==> config.mk <==
export PLATFORM = sky130hd
export DESIGN_NAME = stereo_mic_mix_and_level_meter_unit
export DESIGN_NICKNAME = d
export VERILOG_FILES = /design/src/rtl/core/smm_pkg.sv /design/src/rtl/core/stereo_mic_mix_and_level_meter_unit.sv /design/src/rtl/core/smm_div.sv /design/src/rtl/core/smm_datapath.sv /design/src/rtl/core/smm_ctrl.sv
export SDC_FILE = /design/constraint.sdc
export NUM_CORES = 2
export LEC_CHECK = 0
export ABC_AREA = 1
export BUFFER_PORTS_ARGS = -buffer_cell sky130_fd_sc_hd__buf_2
export CORE_ASPECT_RATIO = 0.5
export CORE_MARGIN = 4
export CORE_UTILIZATION = 56
export DETAILED_ROUTE_END_ITERATION = 12
export PLACE_DENSITY = 0.81
export SYNTH_ARGS = -nofsm -noshare
export SYNTH_HDL_FRONTEND = slang
export SYNTH_SLANG_ARGS = --single-unit
export TNS_END_PERCENT = 5
==> constraint.sdc <==
create_clock -name clk -period 12.15 [get_ports clk]
set_clock_uncertainty 0.05 [all_clocks]
set_input_delay 2.43 -clock clk [delete_from_list [all_inputs] [get_ports clk]]
set_output_delay 2.43 -clock clk [all_outputs]
set_load 0.01 [all_outputs]
==> src/rtl/core/smm_pkg.sv <==
`default_nettype none

package smm_pkg;

  // Channel and port widths
  localparam int IN_W     = 32;
  localparam int OUT_W    = 176;
  localparam int SMP_W    = 16;
  localparam int GAIN_W   = 8;
  localparam int PROD_W   = SMP_W + GAIN_W + 1;
  localparam int QUO_W    = 16;
  localparam int PERM_W   = 10;
  localparam int TOTAL_W  = 32;
  localparam int CFG_AW   = 4;
  localparam int CFG_DW   = 32;

  // Register reset values and arithmetic constants
  localparam logic [GAIN_W-1:0]       GAIN_RST = 8'd1;
  localparam logic [SMP_W-1:0]        CLIP_RST = 16'd30000;
  localparam logic signed [SMP_W-1:0] SMP_MAX  = 16'sh7FFF;
  localparam logic signed [SMP_W-1:0] SMP_MIN  = 16'sh8000;
  localparam int                      PERMILLE = 1000;

  // Configuration register indexes (byte address = 4 * index)
  typedef enum logic [1:0] {
    REG_GAIN = 2'd0,
    REG_CLIP = 2'd1,
    REG_MUTE = 2'd2
  } smm_reg_t;

  // Quotients produced at the end of a frame, in issue order
  typedef enum logic [2:0] {
    DIV_MEAN_L = 3'd0,
    DIV_MEAN_R = 3'd1,
    DIV_EQUAL  = 3'd2,
    DIV_CLIP_L = 3'd3,
    DIV_CLIP_R = 3'd4
  } smm_div_sel_t;

  typedef struct packed {
    logic         take_in;
    logic         mul_left;
    logic         accum;
    logic         div_start;
    logic         div_store;
    smm_div_sel_t div_sel;
    logic         load_out;
  } smm_cmd_t;

  typedef struct packed {
    logic frame_end;
    logic div_done;
    logic out_free;
  } smm_sts_t;

endpackage

`default_nettype wire

==> src/rtl/core/stereo_mic_mix_and_level_meter_unit.sv <==
// Stereo microphone mixer with per-frame level meter.
// Input stream: one stereo pair per request, in_tdata = {left, right} (right in the low
// half), in_tlast marks the last pair of a frame. Each channel is scaled by the gain
// register and saturated to 16 bits; every unmuted request yields one result with the mono mix
// (sum halved toward zero). On the last pair of a frame, or on the pair that brings the
// frame to MAX_FRAME pairs, the result also carries the frame statistics and out_tlast.
// Each pair passes accept, left gain multiply, accumulate and output load in turn, the
// single gain multiplier being shared by both channels; no new pair is taken before
// that load. A frame-ending pair also runs five divisions by the frame length one after
// another, before its load, on a shared restoring divider giving one quotient bit per cycle.
// While the mute register is set, requests are taken and dropped with no state change.
// The output register decouples the two sides: a new pair is accepted while a result
// waits; when out_tready stays low, the next result waits in the controller and
// in_tready drops until the output register frees up.
// Reset (synchronous, active low) restores gain 1, clip level 30000, mute off, clears
// all frame accumulators and the running pair total. No clearing pass is needed.
// Configuration: APB-style, registers gain (0x0), clip_level (0x4), muted (0x8);
// write only while the block is idle.
`default_nettype none

module stereo_mic_mix_and_level_meter_unit #(
  parameter int MAX_FRAME = 512
) (
  input  wire logic                          clk,
  input  wire logic                          rst_n,
  // in_tdata: right_sample[15:0], left_sample[31:16]
  input  wire logic                          in_tvalid,
  output logic                               in_tready,
  input  wire logic [smm_pkg::IN_W-1:0]      in_tdata,
  input  wire logic                          in_tlast,
  // out_tdata: mono_out[15:0], mean_l[31:16], mean_r[47:32],
  // peak_l[63:48], peak_r[79:64], span_l[95:80], span_r[111:96],
  // eq_pm[121:112], clip_pm_l[131:122],
  // clip_pm_r[141:132], total_pairs[173:142], zero pad [175:174]
  output logic                               out_tvalid,
  input  wire logic                          out_tready,
  output logic [smm_pkg::OUT_W-1:0]          out_tdata,
  output logic                               out_tlast,
  input  wire logic                          cfg_psel,
  input  wire logic                          cfg_penable,
  input  wire logic                          cfg_pwrite,
  input  wire logic [smm_pkg::CFG_AW-1:0]    cfg_paddr,
  input  wire logic [smm_pkg::CFG_DW-1:0]    cfg_pwdata,
  output logic [smm_pkg::CFG_DW-1:0]         cfg_prdata,
  output logic                               cfg_pready
);

  // Configuration registers
  logic [smm_pkg::GAIN_W-1:0] gain_r;
  logic [smm_pkg::SMP_W-1:0]  clip_r;
  logic                       muted_r;
  logic                       cfg_wr;
  smm_pkg::smm_reg_t          cfg_idx;

  assign cfg_pready = 1'b1;
  assign cfg_wr     = cfg_psel && cfg_penable && cfg_pwrite && cfg_pready;
  assign cfg_idx    = smm_pkg::smm_reg_t'(cfg_paddr[3:2]);

  always_ff @(posedge clk) begin
    if (!rst_n) begin
      gain_r  <= smm_pkg::GAIN_RST;
      clip_r  <= smm_pkg::CLIP_RST;
      muted_r <= 1'b0;
    end else if (cfg_wr) begin
      unique case (cfg_idx)
        smm_pkg::REG_GAIN: gain_r  <= cfg_pwdata[smm_pkg::GAIN_W-1:0];
        smm_pkg::REG_CLIP: clip_r  <= cfg_pwdata[smm_pkg::SMP_W-1:0];
        smm_pkg::REG_MUTE: muted_r <= cfg_pwdata[0];
        default: ;
      endcase
    end
  end

  // Read back the addressed register; unmapped addresses read zero
  always_comb begin
    unique case (cfg_idx)
      smm_pkg::REG_GAIN: cfg_prdata = smm_pkg::CFG_DW'(gain_r);
      smm_pkg::REG_CLIP: cfg_prdata = smm_pkg::CFG_DW'(clip_r);
      smm_pkg::REG_MUTE: cfg_prdata = smm_pkg::CFG_DW'(muted_r);
      default:           cfg_prdata = '0;
    endcase
  end

  // Controller and datapath joined by command and status
  smm_pkg::smm_cmd_t cmd;
  smm_pkg::smm_sts_t sts;

  smm_ctrl u_ctrl (
    .clk         (clk),
    .rst_n       (rst_n),
    .in_tvalid_i (in_tvalid),
    .muted_i     (muted_r),
    .sts_i       (sts),
    .in_tready_o (in_tready),
    .cmd_o       (cmd)
  );

  smm_datapath #(
    .MAX_FRAME (MAX_FRAME)
  ) u_dp (
    .clk        (clk),
    .rst_n      (rst_n),
    .cmd_i      (cmd),
    .sts_o      (sts),
    .gain_i     (gain_r),
    .clip_i     (clip_r),
    .in_data_i  (in_tdata),
    .in_last_i  (in_tlast),
    .out_tvalid (out_tvalid),
    .out_tready (out_tready),
    .out_tdata  (out_tdata),
    .out_tlast  (out_tlast)
  );

endmodule

`default_nettype wire

==> src/rtl/core/smm_div.sv <==
`default_nettype none

// Restoring divider, one quotient bit per cycle; quotient must fit QUO_W bits.
module smm_div #(
  parameter int DIVD_W = 26,
  parameter int DSR_W  = 10
) (
  input  wire logic                         clk,
  input  wire logic                         rst_n,
  input  wire logic                         start_i,
  input  wire logic [DIVD_W-1:0]            dividend_i,
  input  wire logic [DSR_W-1:0]             divisor_i,
  output logic                              done_o,
  output logic [smm_pkg::QUO_W-1:0]         quo_o
);

  localparam int STEP_W = $clog2(smm_pkg::QUO_W);

  logic [DIVD_W-1:0]         rem_r, rem_nxt;
  logic [DIVD_W-1:0]         den_r, den_nxt;
  logic [smm_pkg::QUO_W-1:0] quo_r, quo_nxt;
  logic [STEP_W-1:0]         step_r, step_nxt;
  logic                      busy_r, busy_nxt;
  logic                      done_r, done_nxt;
  logic                      ge;

  assign ge = (rem_r >= den_r);

  always_comb begin
    rem_nxt  = rem_r;
    den_nxt  = den_r;
    quo_nxt  = quo_r;
    step_nxt = step_r;
    busy_nxt = busy_r;
    done_nxt = 1'b0;
    if (start_i) begin
      rem_nxt  = dividend_i;
      den_nxt  = DIVD_W'(divisor_i) << (smm_pkg::QUO_W - 1);
      quo_nxt  = '0;
      step_nxt = STEP_W'(smm_pkg::QUO_W - 1);
      busy_nxt = 1'b1;
    end else if (busy_r) begin
      if (ge) begin
        rem_nxt = rem_r - den_r;
      end
      quo_nxt = {quo_r[smm_pkg::QUO_W-2:0], ge};
      den_nxt = den_r >> 1;
      if (step_r == '0) begin
        busy_nxt = 1'b0;
        done_nxt = 1'b1;
      end else begin
        step_nxt = step_r - STEP_W'(1);
      end
    end
  end

  always_ff @(posedge clk) begin
    if (!rst_n) begin
      busy_r <= 1'b0;
      done_r <= 1'b0;
      step_r <= '0;
    end else begin
      busy_r <= busy_nxt;
      done_r <= done_nxt;
      step_r <= step_nxt;
    end
  end

  always_ff @(posedge clk) begin
    rem_r <= rem_nxt;
    den_r <= den_nxt;
    quo_r <= quo_nxt;
  end

  assign done_o = done_r;
  assign quo_o  = quo_r;

endmodule

`default_nettype wire

==> src/rtl/core/smm_datapath.sv <==
`default_nettype none

module smm_datapath #(
  parameter int MAX_FRAME = 512
) (
  input  wire logic                          clk,
  input  wire logic                          rst_n,
  input  wire smm_pkg::smm_cmd_t             cmd_i,
  output smm_pkg::smm_sts_t                  sts_o,
  input  wire logic [smm_pkg::GAIN_W-1:0]    gain_i,
  input  wire logic [smm_pkg::SMP_W-1:0]     clip_i,
  input  wire logic [smm_pkg::IN_W-1:0]      in_data_i,
  input  wire logic                          in_last_i,
  output logic                               out_tvalid,
  input  wire logic                          out_tready,
  output logic [smm_pkg::OUT_W-1:0]          out_tdata,
  output logic                               out_tlast
);

  localparam int CNT_W  = $clog2(MAX_FRAME + 1);
  localparam int SUM_W  = CNT_W + smm_pkg::SMP_W;
  localparam int STAT_W = smm_pkg::OUT_W - smm_pkg::SMP_W;
  localparam logic signed [smm_pkg::PROD_W-1:0] PROD_HI = smm_pkg::PROD_W'(smm_pkg::SMP_MAX);
  localparam logic signed [smm_pkg::PROD_W-1:0] PROD_LO = smm_pkg::PROD_W'(smm_pkg::SMP_MIN);

  // Input capture and shared gain multiplier
  logic signed [smm_pkg::SMP_W-1:0]  left_raw_r;
  logic                              last_r;
  logic signed [smm_pkg::SMP_W-1:0]  gr_r, gl_r;
  logic signed [smm_pkg::SMP_W-1:0]  mul_a;
  logic signed [smm_pkg::PROD_W-1:0] prod;
  logic signed [smm_pkg::SMP_W-1:0]  sat;

  assign mul_a = cmd_i.take_in ? $signed(in_data_i[smm_pkg::SMP_W-1:0]) : left_raw_r;
  assign prod  = mul_a * $signed({1'b0, gain_i});

  always_comb begin
    if (prod > PROD_HI) begin
      sat = smm_pkg::SMP_MAX;
    end else if (prod < PROD_LO) begin
      sat = smm_pkg::SMP_MIN;
    end else begin
      sat = prod[smm_pkg::SMP_W-1:0];
    end
  end

  always_ff @(posedge clk) begin
    if (cmd_i.take_in) begin
      left_raw_r <= $signed(in_data_i[2*smm_pkg::SMP_W-1:smm_pkg::SMP_W]);
      last_r     <= in_last_i;
      gr_r       <= sat;
    end
    if (cmd_i.mul_left) begin
      gl_r <= sat;
    end
  end

  // Frame statistics
  logic [SUM_W-1:0]                 sum_l_r, sum_r_r;
  logic [smm_pkg::SMP_W-1:0]        peak_l_r, peak_r_r;
  logic signed [smm_pkg::SMP_W-1:0] min_l_r, max_l_r, min_r_r, max_r_r;
  logic [CNT_W-1:0]                 eq_cnt_r, clip_l_cnt_r, clip_r_cnt_r, pair_cnt_r;
  logic [smm_pkg::TOTAL_W-1:0]      total_r;
  logic                             end_r;
  logic signed [smm_pkg::SMP_W-1:0] mono_r;

  logic [smm_pkg::SMP_W-1:0]        abs_l, abs_r;
  logic signed [smm_pkg::SMP_W:0]   pair_sum, pair_adj;
  logic [CNT_W-1:0]                 pair_cnt_inc;
  logic                             frame_end;
  logic                             clear;

  assign abs_l        = gl_r[smm_pkg::SMP_W-1] ? (~gl_r + 1'b1) : gl_r;
  assign abs_r        = gr_r[smm_pkg::SMP_W-1] ? (~gr_r + 1'b1) : gr_r;
  assign pair_sum     = {gl_r[smm_pkg::SMP_W-1], gl_r} + {gr_r[smm_pkg::SMP_W-1], gr_r};
  // round toward zero: bias negative sums by one before the shift
  assign pair_adj     = pair_sum + $signed({{smm_pkg::SMP_W{1'b0}}, pair_sum[smm_pkg::SMP_W]});
  assign pair_cnt_inc = pair_cnt_r + CNT_W'(1);
  assign frame_end    = last_r || (pair_cnt_r == CNT_W'(MAX_FRAME - 1));
  assign clear        = cmd_i.load_out && end_r;

  always_ff @(posedge clk) begin
    if (!rst_n || clear) begin
      sum_l_r      <= '0;
      sum_r_r      <= '0;
      peak_l_r     <= '0;
      peak_r_r     <= '0;
      min_l_r      <= smm_pkg::SMP_MAX;
      max_l_r      <= smm_pkg::SMP_MIN;
      min_r_r      <= smm_pkg::SMP_MAX;
      max_r_r      <= smm_pkg::SMP_MIN;
      eq_cnt_r     <= '0;
      clip_l_cnt_r <= '0;
      clip_r_cnt_r <= '0;
      pair_cnt_r   <= '0;
    end else if (cmd_i.accum) begin
      sum_l_r    <= sum_l_r + SUM_W'(abs_l);
      sum_r_r    <= sum_r_r + SUM_W'(abs_r);
      pair_cnt_r <= pair_cnt_inc;
      if (abs_l > peak_l_r) peak_l_r <= abs_l;
      if (abs_r > peak_r_r) peak_r_r <= abs_r;
      if (gl_r < min_l_r) min_l_r <= gl_r;
      if (gl_r > max_l_r) max_l_r <= gl_r;
      if (gr_r < min_r_r) min_r_r <= gr_r;
      if (gr_r > max_r_r) max_r_r <= gr_r;
      if (gl_r == gr_r) eq_cnt_r <= eq_cnt_r + CNT_W'(1);
      if (abs_l >= clip_i) clip_l_cnt_r <= clip_l_cnt_r + CNT_W'(1);
      if (abs_r >= clip_i) clip_r_cnt_r <= clip_r_cnt_r + CNT_W'(1);
    end
  end

  always_ff @(posedge clk) begin
    if (!rst_n) begin
      total_r <= '0;
      end_r   <= 1'b0;
    end else if (cmd_i.accum) begin
      end_r <= frame_end;
      if (frame_end) begin
        total_r <= total_r + smm_pkg::TOTAL_W'(pair_cnt_inc);
      end
    end
  end

  always_ff @(posedge clk) begin
    if (cmd_i.accum) begin
      mono_r <= pair_adj[smm_pkg::SMP_W:1];
    end
  end

  // End-of-frame divisions through one shared divider
  logic [SUM_W-1:0]          dividend;
  logic                      div_done;
  logic [smm_pkg::QUO_W-1:0] quo;
  logic [smm_pkg::QUO_W-1:0] mean_l_r, mean_r_r;
  logic [smm_pkg::PERM_W-1:0] eq_pm_r, clip_l_pm_r, clip_r_pm_r;

  always_comb begin
    case (cmd_i.div_sel)
      smm_pkg::DIV_MEAN_L: dividend = sum_l_r;
      smm_pkg::DIV_MEAN_R: dividend = sum_r_r;
      smm_pkg::DIV_EQUAL:  dividend = SUM_W'(eq_cnt_r) * SUM_W'(smm_pkg::PERMILLE);
      smm_pkg::DIV_CLIP_L: dividend = SUM_W'(clip_l_cnt_r) * SUM_W'(smm_pkg::PERMILLE);
      smm_pkg::DIV_CLIP_R: dividend = SUM_W'(clip_r_cnt_r) * SUM_W'(smm_pkg::PERMILLE);
      default:             dividend = '0;
    endcase
  end

  smm_div #(
    .DIVD_W (SUM_W),
    .DSR_W  (CNT_W)
  ) u_div (
    .clk        (clk),
    .rst_n      (rst_n),
    .start_i    (cmd_i.div_start),
    .dividend_i (dividend),
    .divisor_i  (pair_cnt_r),
    .done_o     (div_done),
    .quo_o      (quo)
  );

  always_ff @(posedge clk) begin
    if (cmd_i.div_store) begin
      case (cmd_i.div_sel)
        smm_pkg::DIV_MEAN_L: mean_l_r    <= quo;
        smm_pkg::DIV_MEAN_R: mean_r_r    <= quo;
        smm_pkg::DIV_EQUAL:  eq_pm_r     <= quo[smm_pkg::PERM_W-1:0];
        smm_pkg::DIV_CLIP_L: clip_l_pm_r <= quo[smm_pkg::PERM_W-1:0];
        smm_pkg::DIV_CLIP_R: clip_r_pm_r <= quo[smm_pkg::PERM_W-1:0];
        default: ;
      endcase
    end
  end

  // Output register
  logic [STAT_W-1:0]         stats;
  logic [smm_pkg::SMP_W-1:0] span_l, span_r;
  logic                      out_valid_r;
  logic [smm_pkg::OUT_W-1:0] out_data_r;
  logic                      out_last_r;

  assign span_l = max_l_r - min_l_r;
  assign span_r = max_r_r - min_r_r;
  assign stats  = end_r ? {2'b00, total_r, clip_r_pm_r, clip_l_pm_r, eq_pm_r, span_r, span_l,
                           peak_r_r, peak_l_r, mean_r_r, mean_l_r} : '0;

  always_ff @(posedge clk) begin
    if (!rst_n) begin
      out_valid_r <= 1'b0;
    end else if (cmd_i.load_out) begin
      out_valid_r <= 1'b1;
    end else if (out_tready) begin
      out_valid_r <= 1'b0;
    end
  end

  always_ff @(posedge clk) begin
    if (cmd_i.load_out) begin
      out_data_r <= {stats, mono_r};
      out_last_r <= end_r;
    end
  end

  assign out_tvalid = out_valid_r;
  assign out_tdata  = out_data_r;
  assign out_tlast  = out_last_r;

  assign sts_o.frame_end = frame_end;
  assign sts_o.div_done  = div_done;
  assign sts_o.out_free  = !out_valid_r || out_tready;

endmodule

`default_nettype wire

==> src/rtl/core/smm_ctrl.sv <==
`default_nettype none

module smm_ctrl (
  input  wire logic               clk,
  input  wire logic               rst_n,
  input  wire logic               in_tvalid_i,
  input  wire logic               muted_i,
  input  wire smm_pkg::smm_sts_t  sts_i,
  output logic                    in_tready_o,
  output smm_pkg::smm_cmd_t       cmd_o
);

  typedef enum logic [5:0] {
    ST_IDLE  = 6'b000001,
    ST_MUL   = 6'b000010,
    ST_ACC   = 6'b000100,
    ST_DGO   = 6'b001000,
    ST_DWAIT = 6'b010000,
    ST_EMIT  = 6'b100000
  } ctrl_state_t;

  ctrl_state_t           state_r, state_nxt;
  smm_pkg::smm_div_sel_t sel_r, sel_nxt;

  always_comb begin
    state_nxt     = state_r;
    sel_nxt       = sel_r;
    cmd_o         = '0;
    cmd_o.div_sel = sel_r;
    unique case (state_r)
      ST_IDLE: begin
        // drop requests while muted
        if (in_tvalid_i && !muted_i) begin
          cmd_o.take_in = 1'b1;
          state_nxt     = ST_MUL;
        end
      end
      ST_MUL: begin
        cmd_o.mul_left = 1'b1;
        state_nxt      = ST_ACC;
      end
      ST_ACC: begin
        cmd_o.accum = 1'b1;
        if (sts_i.frame_end) begin
          sel_nxt   = smm_pkg::DIV_MEAN_L;
          state_nxt = ST_DGO;
        end else begin
          state_nxt = ST_EMIT;
        end
      end
      ST_DGO: begin
        cmd_o.div_start = 1'b1;
        state_nxt       = ST_DWAIT;
      end
      ST_DWAIT: begin
        if (sts_i.div_done) begin
          cmd_o.div_store = 1'b1;
          if (sel_r == smm_pkg::DIV_CLIP_R) begin
            state_nxt = ST_EMIT;
          end else begin
            sel_nxt   = smm_pkg::smm_div_sel_t'(sel_r + 3'd1);
            state_nxt = ST_DGO;
          end
        end
      end
      ST_EMIT: begin
        if (sts_i.out_free) begin
          cmd_o.load_out = 1'b1;
          state_nxt      = ST_IDLE;
        end
      end
      default: state_nxt = ST_IDLE;
    endcase
  end

  always_ff @(posedge clk) begin
    if (!rst_n) begin
      state_r <= ST_IDLE;
      sel_r   <= smm_pkg::DIV_MEAN_L;
    end else begin
      state_r <= state_nxt;
      sel_r   <= sel_nxt;
    end
  end

  assign in_tready_o = (state_r == ST_IDLE);

endmodule

`default_nettype wire
## After elaboration in Yosys (flattened, before gate mapping)

Cells that the tools add are included.

- Register bits after elaboration: 633
- Bits of input ports: 76
- Output and inout port bits: 212
- Logic and storage cells: 175

- Add/subtract/negate cells: 16
- Multiply operators: 4
- Order comparisons: 11
- Equality and inequality tests: 20
- Multiplexer cells: 40
- Bitwise operators: 4
- Reduce and logical (&&, ||, !) cells: 40

Operators by type and width:

| operator | number |
|---|---|
| 26-bit one-hot mux with 5 select lines | 1 |
| 16-bit two-way mux | 5 |
| 26-bit two-way mux | 3 |
| 16-bit > comparator | 4 |
| 26-bit by 16-bit adder with 26-bit output | 2 |
| 10-bit by 7-bit multiplier with 17-bit output, second input constant | 3 |
| 25-bit two-way mux | 2 |
| 16-bit one-hot mux with 3 select lines | 1 |
| 10-bit by 1-bit adder with 10-bit output, second input constant | 4 |
| 2-bit AND reduction | 20 |
| 6-bit one-hot mux with 6 select lines | 1 |
| 16-bit by 1-bit adder with 16-bit output, second input constant | 2 |
| 32-bit by 10-bit adder with 32-bit output | 1 |
| 16-bit >= comparator | 2 |
| 16-bit less-than comparator | 2 |
| 16-bit inverter | 2 |
| 16-bit subtractor | 2 |
| 6-bit two-way mux | 5 |
| 26-bit by 25-bit >= comparator with 1-bit output | 1 |
| 26-bit by 25-bit subtractor with 26-bit output | 1 |
| 25-bit by 16-bit > comparator with 1-bit output, second input constant | 1 |
| 25-bit by 16-bit less-than comparator with 1-bit output, second input constant | 1 |
| 16-bit by 9-bit multiplier with 25-bit output | 1 |
| 16-bit by 16-bit adder with 17-bit output | 1 |
| other kinds (33) | 67 |

## Logic depth before layout (Yosys ltp)

- Depth in word-level cells: 9
- Mapped depth: 37
- Gate-level depth less buffers: 36

## Cells and area by module

From an unflattened synthesis, not the netlist that was laid out.

- Cell total of the unflattened synthesis: 5672
- Area total of the unflattened synthesis: 45040.7 µm²

By module, submodules not included:

| module | instances | cells an instance | area an instance (µm²) |
|---|---|---|---|
| smm_datapath | 1 | 4704 | 38406.8 |
| smm_div | 1 | 690 | 4730.8 |
| stereo_mic_mix_and_level_meter_unit | 1 | 195 | 1327.5 |
| smm_ctrl | 1 | 83 | 575.6 |

## Worst setup path after synthesis

Ideal clock, no wire load.

- Kind: input to register
- Start point: input port out_tready
- End point: register u_dp.max_l_r[5] (netlist name)
- Library setup time: 0.113 ns
- Arrival time: 11.032 ns
- Data required time: 11.987 ns
- Path slack: 0.954 ns
- Cell stages on the path: 8
- Buffers on the path: 3
- Cells stage by stage: nor2_1 nor2_1 a21oi_1 buf_2 buf_2 buf_2 nand2_1 nor2_1

RTL lines:

| item | RTL line | RTL |
|---|---|---|
| start, declared | stereo_mic_mix_and_level_meter_unit.sv:36 | `input wire logic out_tready,` |
| end signal, assigned | smm_datapath.sv:89 | `max_l_r <= smm_pkg::SMP_MIN;` |
| end signal, assigned | smm_datapath.sv:103 | `if (gl_r > max_l_r) max_l_r <= gl_r;` |
| end, declared | smm_datapath.sv:61 | `logic signed [smm_pkg::SMP_W-1:0] min_l_r, max_l_r, min_r_r, max_r_r;` |

## Worst setup path after layout

- Start point: input port in_tvalid
- End point: register u_dp.gr_r[0] (netlist name) (data pin)

- Word-level cells in the longest chain between the ends: 8
- Elaborated cells on any way between the ends: 9
- Those cells by class: mul (1); order compare (2); mux (5); reduce/logical (1)

Ends and longest elaborated chain:

| item | RTL line | RTL |
|---|---|---|
| start, declared | stereo_mic_mix_and_level_meter_unit.sv:27 | `input wire logic in_tvalid,` |
| 1-bit logical AND * | smm_ctrl.sv:33 | `if (in_tvalid_i && !muted_i) begin` |
| 1-bit two-way mux * | smm_ctrl.sv:33 |  |
| 1-bit two-way mux * | smm_ctrl.sv:30 | `unique case (state_r)` |
| 16-bit two-way mux * | smm_datapath.sv:34 | `assign mul_a = cmd_i.take_in ? $signed(in_data_i[smm_pkg::SMP_W-1:0]) : left_raw_r;` |
| 16-bit by 9-bit multiplier with 25-bit output * | smm_datapath.sv:35 | `assign prod = mul_a * $signed({1'b0, gain_i});` |
| 25-bit by 16-bit less-than comparator with 1-bit output | smm_datapath.sv:40 | `end else if (prod < PROD_LO) begin` |
| 16-bit two-way mux | smm_datapath.sv:40 |  |
| 16-bit two-way mux * | smm_datapath.sv:38 | `if (prod > PROD_HI) begin` |
| net u_dp.sat (one bit) | smm_datapath.sv:32 | `logic signed [smm_pkg::SMP_W-1:0] sat;` |
| end signal, assigned | smm_datapath.sv:51 | `gr_r <= sat;` |
| end, declared | smm_datapath.sv:29 | `logic signed [smm_pkg::SMP_W-1:0] gr_r, gl_r;` |

Mark *: on every way through the listed nets, which the timed path passes. The rest lies on a longest branch.
A chain may end at the register's enable or synchronous reset.

==> results.md <==
- Starting DRT DRC Count: 3,223
- Highest metal layer used by the detailed router: met4
- Most used flip-flop cell after synthesis: edfxtp_1
- Final sum of negative setup slack: 0 ns
- Largest cells by area after synthesis: edfxtp_1 (23%), dfxtp_1 (13%), ha_1 (12%)
- Count of maximum capacitance violations: 0
- Instance count of the mapped netlist: about 5,500
- Sort of element at the end of the critical path: register
- Register-to-Register Path Depth: 31
- Count of clock tree sinks: 631
- Maximum number of pins on one net before global-route repair: 101
- Max Clock Freq: 109.3 MHz
- Worst Tran Pin Value: 1.335 ns
- Crit path kind: in2reg
- Startpoint of the tightest hold check path: u_dp.mono_r[0]$_DFFE_PP_
- Setup crit start kind: input port
- Mean number of vias per cell: 5.546
- Count of endpoints failing hold in the final timing report: 0
- Setup repair after global routing missed its margin: false
- Routed length per instance: between 15 and 20 µm
- Estimated wirelength of the detail-placed design: 88,020 µm
- Num CTS Buffers: 57
- Global route overflow: 0
- Worst hold slack after final layout: approximately 0.36 ns
- Number of hold buffers added after cts: 0
- # nets final: 6,382
- Site row count: 72
- Clock insertion delay at the later pin of the skew report: 0.68 ns
- Clock transition at path regs: 0.08 ns
- Htree depth: 2
- Wire length on met1: slightly below 50,000 µm
- Total of warnings raised by yosys: 0
- Worst hold path depth: 0
- Endpoint of the worst hold-timing path: u_dp.out_tdata[0]$_DFFE_PP_
- Leakage power figure: 23.94 nW
- Worst min path class: reg2reg
- Data arrival time of the critical path: 9.46 ns
- Synth top cells by count: nand2_1 (1,169), inv_1 (933), nor2_1 (472), ha_1 (419), a21oi_1 (414)
- Number of setup violations in the final report: 0
- Area of the die: 0.08402 mm²
- DIE WIDTH: between 400 and 500 µm
- Avg Cell Area, Syn: between 8 and 9 µm²
- Netlist area before placement: 0.04434 mm²
- Post-route DRC: 0
- Global-route wire length before repair: 183,800 µm
- Cell with the biggest individual delay on the critical path: inv_2
- Placer's final routability congestion estimate: 0.9593
- Total met3 wirelength after detailed routing: 8056 µm
- Root cell of the clock tree: clkbuf_16
- Slew Viols, Final: 0
- Area share of the largest cell type after synthesis: 22.89%
- #FFs+latches synth: 631
- Library cell with the largest summed area after synthesis: edfxtp_1
- Antenna violations before repair: 0
- Cell Pwr Density: 121.3 mW/mm²
- Core region area: 0.07783 mm²
- Number of distinct standard cells referenced by the synthesized netlist: between 60 and 70
- Status: finished, final reports clean
- Via count of the routed design: around 38,000
- Maximum vdd drop: ~120 µV
- Number of setup buffers added after CTS: 0
- Critical-path maximum fanout: 48
- Share of flip-flops with an asynchronous set or reset: 0%
- Data required, critical path: 12.46 ns
- Worst reg2reg endpoint: u_dp.gr_r[0]$_DFFE_PN_
- Fraction of layout instances using a drive strength above 1: approximately 8%
- Number of enable-type register cells in the synthesized netlist: 338
- Rel. slew slack: 10.34%
- Number of port buffers: 250
- Setup slack, reg-to-reg: ~4.4 ns
- GRT Overall Usage: a little over a quarter
- Launch point of the worst reg-to-reg path: u_ctrl.state_r[4]$_SDFFE_PN0P_
- Initial DRT Pass Iterations: 6
- Routed WL: around 120,000 µm
- Most common cell type on the critical path: nand2_1
- Most common cell in the synthesized netlist: nand2_1
- Post-CTS resize count: 0
- Clock tree from TritonCTS: done
- Share of synthesized area occupied by flip-flops and latches: a little over a third
- Delay contributed by the slowest stage of the critical path: 0.91 ns
- Initial Util: 56.97%
- Count of antenna-violating nets left after detailed routing: 0
- Die Height: 207.0 µm
- # IOs: 288
- Area growth, synth to finish: 9.358%
- Vias in the first global route: 36,120
- Final period utilization: 75.34%
- Shortest clock period the worst path allows after layout: 9.153 ns
- Routed met2 length: around 54,000 µm
- Maximum clock insertion buffer count: 3
flip-flops by register name, indices dropped and copies added, names as in the netlist, 16 cells and up:
register / flops
u_dp.left_raw_r: 16
u_dp.sum_l_r: 26
u_dp.mean_l_r: 16
u_dp.peak_l_r: 16
u_dp.out_tdata: 174
u_dp.max_l_r: 16
u_dp.total_r: 32
u_dp.peak_r_r: 16
u_dp.mean_r_r: 16
u_dp.gl_r: 16
u_dp.u_div.den_r: 25
clip_r: 16
u_dp.min_r_r: 16
u_dp.u_div.rem_r: 26
u_dp.mono_r: 16
u_dp.gr_r: 16
u_dp.sum_r_r: 26
u_dp.min_l_r: 16
u_dp.max_r_r: 16
u_dp.u_div.quo_o: 16
cell type report:
class,instances,area (µm²)
clock inverters,36,457.9
diodes,1,2.502
repair buffers,268,1386
well taps,1036,1296
fillers,6632,29350
inverters,946,3551
clock buffers,72,1577
multi-input cells,3784,24200
flip-flops and latches,631,16020
worst max path at each step:
| stage | from | to | slack (ns) | cells past startpoint |
|---|---|---|---|---|
| 2_1_floorplan | out_tready | u_dp.max_l_r[5]$_SDFFE_PP0P_ | 0.95 | 8 |
| 3_3_place_gp | in_tvalid | u_dp.gl_r[0]$_DFFE_PP_ | 2.43 | 29 |
| 3_5_place_dp | in_tvalid | u_dp.gl_r[0]$_DFFE_PP_ | 2.34 | 30 |
| 4_1_cts | in_tvalid | u_dp.gl_r[0]$_DFFE_PP_ | 3.01 | 30 |
| 5_1_grt | in_tvalid | u_dp.gl_r[0]$_DFFE_PP_ | 2.59 | 29 |
| 6_report | in_tvalid | u_dp.gr_r[0]$_DFFE_PN_ | 3.00 | 29 |
power breakdown:
group / internal [mW] / switching, mW / total, mW
Clock: 1.07 / 0.898 / 1.97
Combinational: 0.486 / 1.01 / 1.49
Sequential: 2.33 / 0.0900 / 2.42
Total: 3.89 / 1.99 / 5.88
through the flow:
step | std cells | power [mW] | area (µm²) | util [%] | worst slack, ns
after floorplan | 5502 | 3.515 | 44400 | - | 0.9542
after global placement | 6665 | 3.877 | 46450 | 59.68 | 2.432
after detailed placement | 6665 | 3.932 | 46450 | 59.68 | 2.336
after CTS | 6773 | 5.888 | 48490 | 62.29 | 3.007
after global routing | 6773 | 6.201 | 48490 | 62.29 | 2.594
final | 6774 | 5.882 | 48490 | 62.30 | 2.997
critical path: cells and delay by family:
kind                       cells  cell delay [ns]
and+or+nand+nor               14             2.68
adders and majority gates      5             2.33
buffers and inverters          8             1.47
AOI/OAI and AO/OA              1             0.29
xor gates and xnor gates       1             0.24
cells in the final DEF, fill, tap and decap left out, types with 42 or more instances in the layout:
cell       synthesis  final
buf_2             24    250
nand2_1         1169   1169
o21ai_0          342    342
nand3_1          250    250
xor2_1            73     73
clkbuf_16          0     60
nand4_1           50     50
o211ai_1          42     42
inv_1            933    932
edfxtp_1         338    338
nor2_1           472    470
a21oi_1          414    413
nor3_1            55     55
fa_1             199    199
ha_1             419    419
dfxtp_1          293    292
cells by family (layout without fill, tap and decap cells):
family / count (synthesis) / in the layout / share of synthesized area (%)
xor gates and xnor gates: 112 / 112 / 2.246
DFF: 631 / 631 / 36.12
adders and majority gates: 618 / 618 / 20.81
other: 2 / 20 / 0.01694
AOI/OAI and AO/OA: 940 / 940 / 11.69
buffers and inverters: 1087 / 1322 / 9.510
muxes: 1 / 1 / 0.02258
and+or+nand+nor: 2094 / 2094 / 19.59
routing by layer:
layer | vias up | global-route usage [%]
li1 | 18250 | -
met1 | 17750 | 35.39
met2 | 1302 | 46.18
met3 | 256 | 4.271
met4 | 0 | 9.861
met5 | - | 0
No activity file was read; power rests on OpenSTA's default activity.
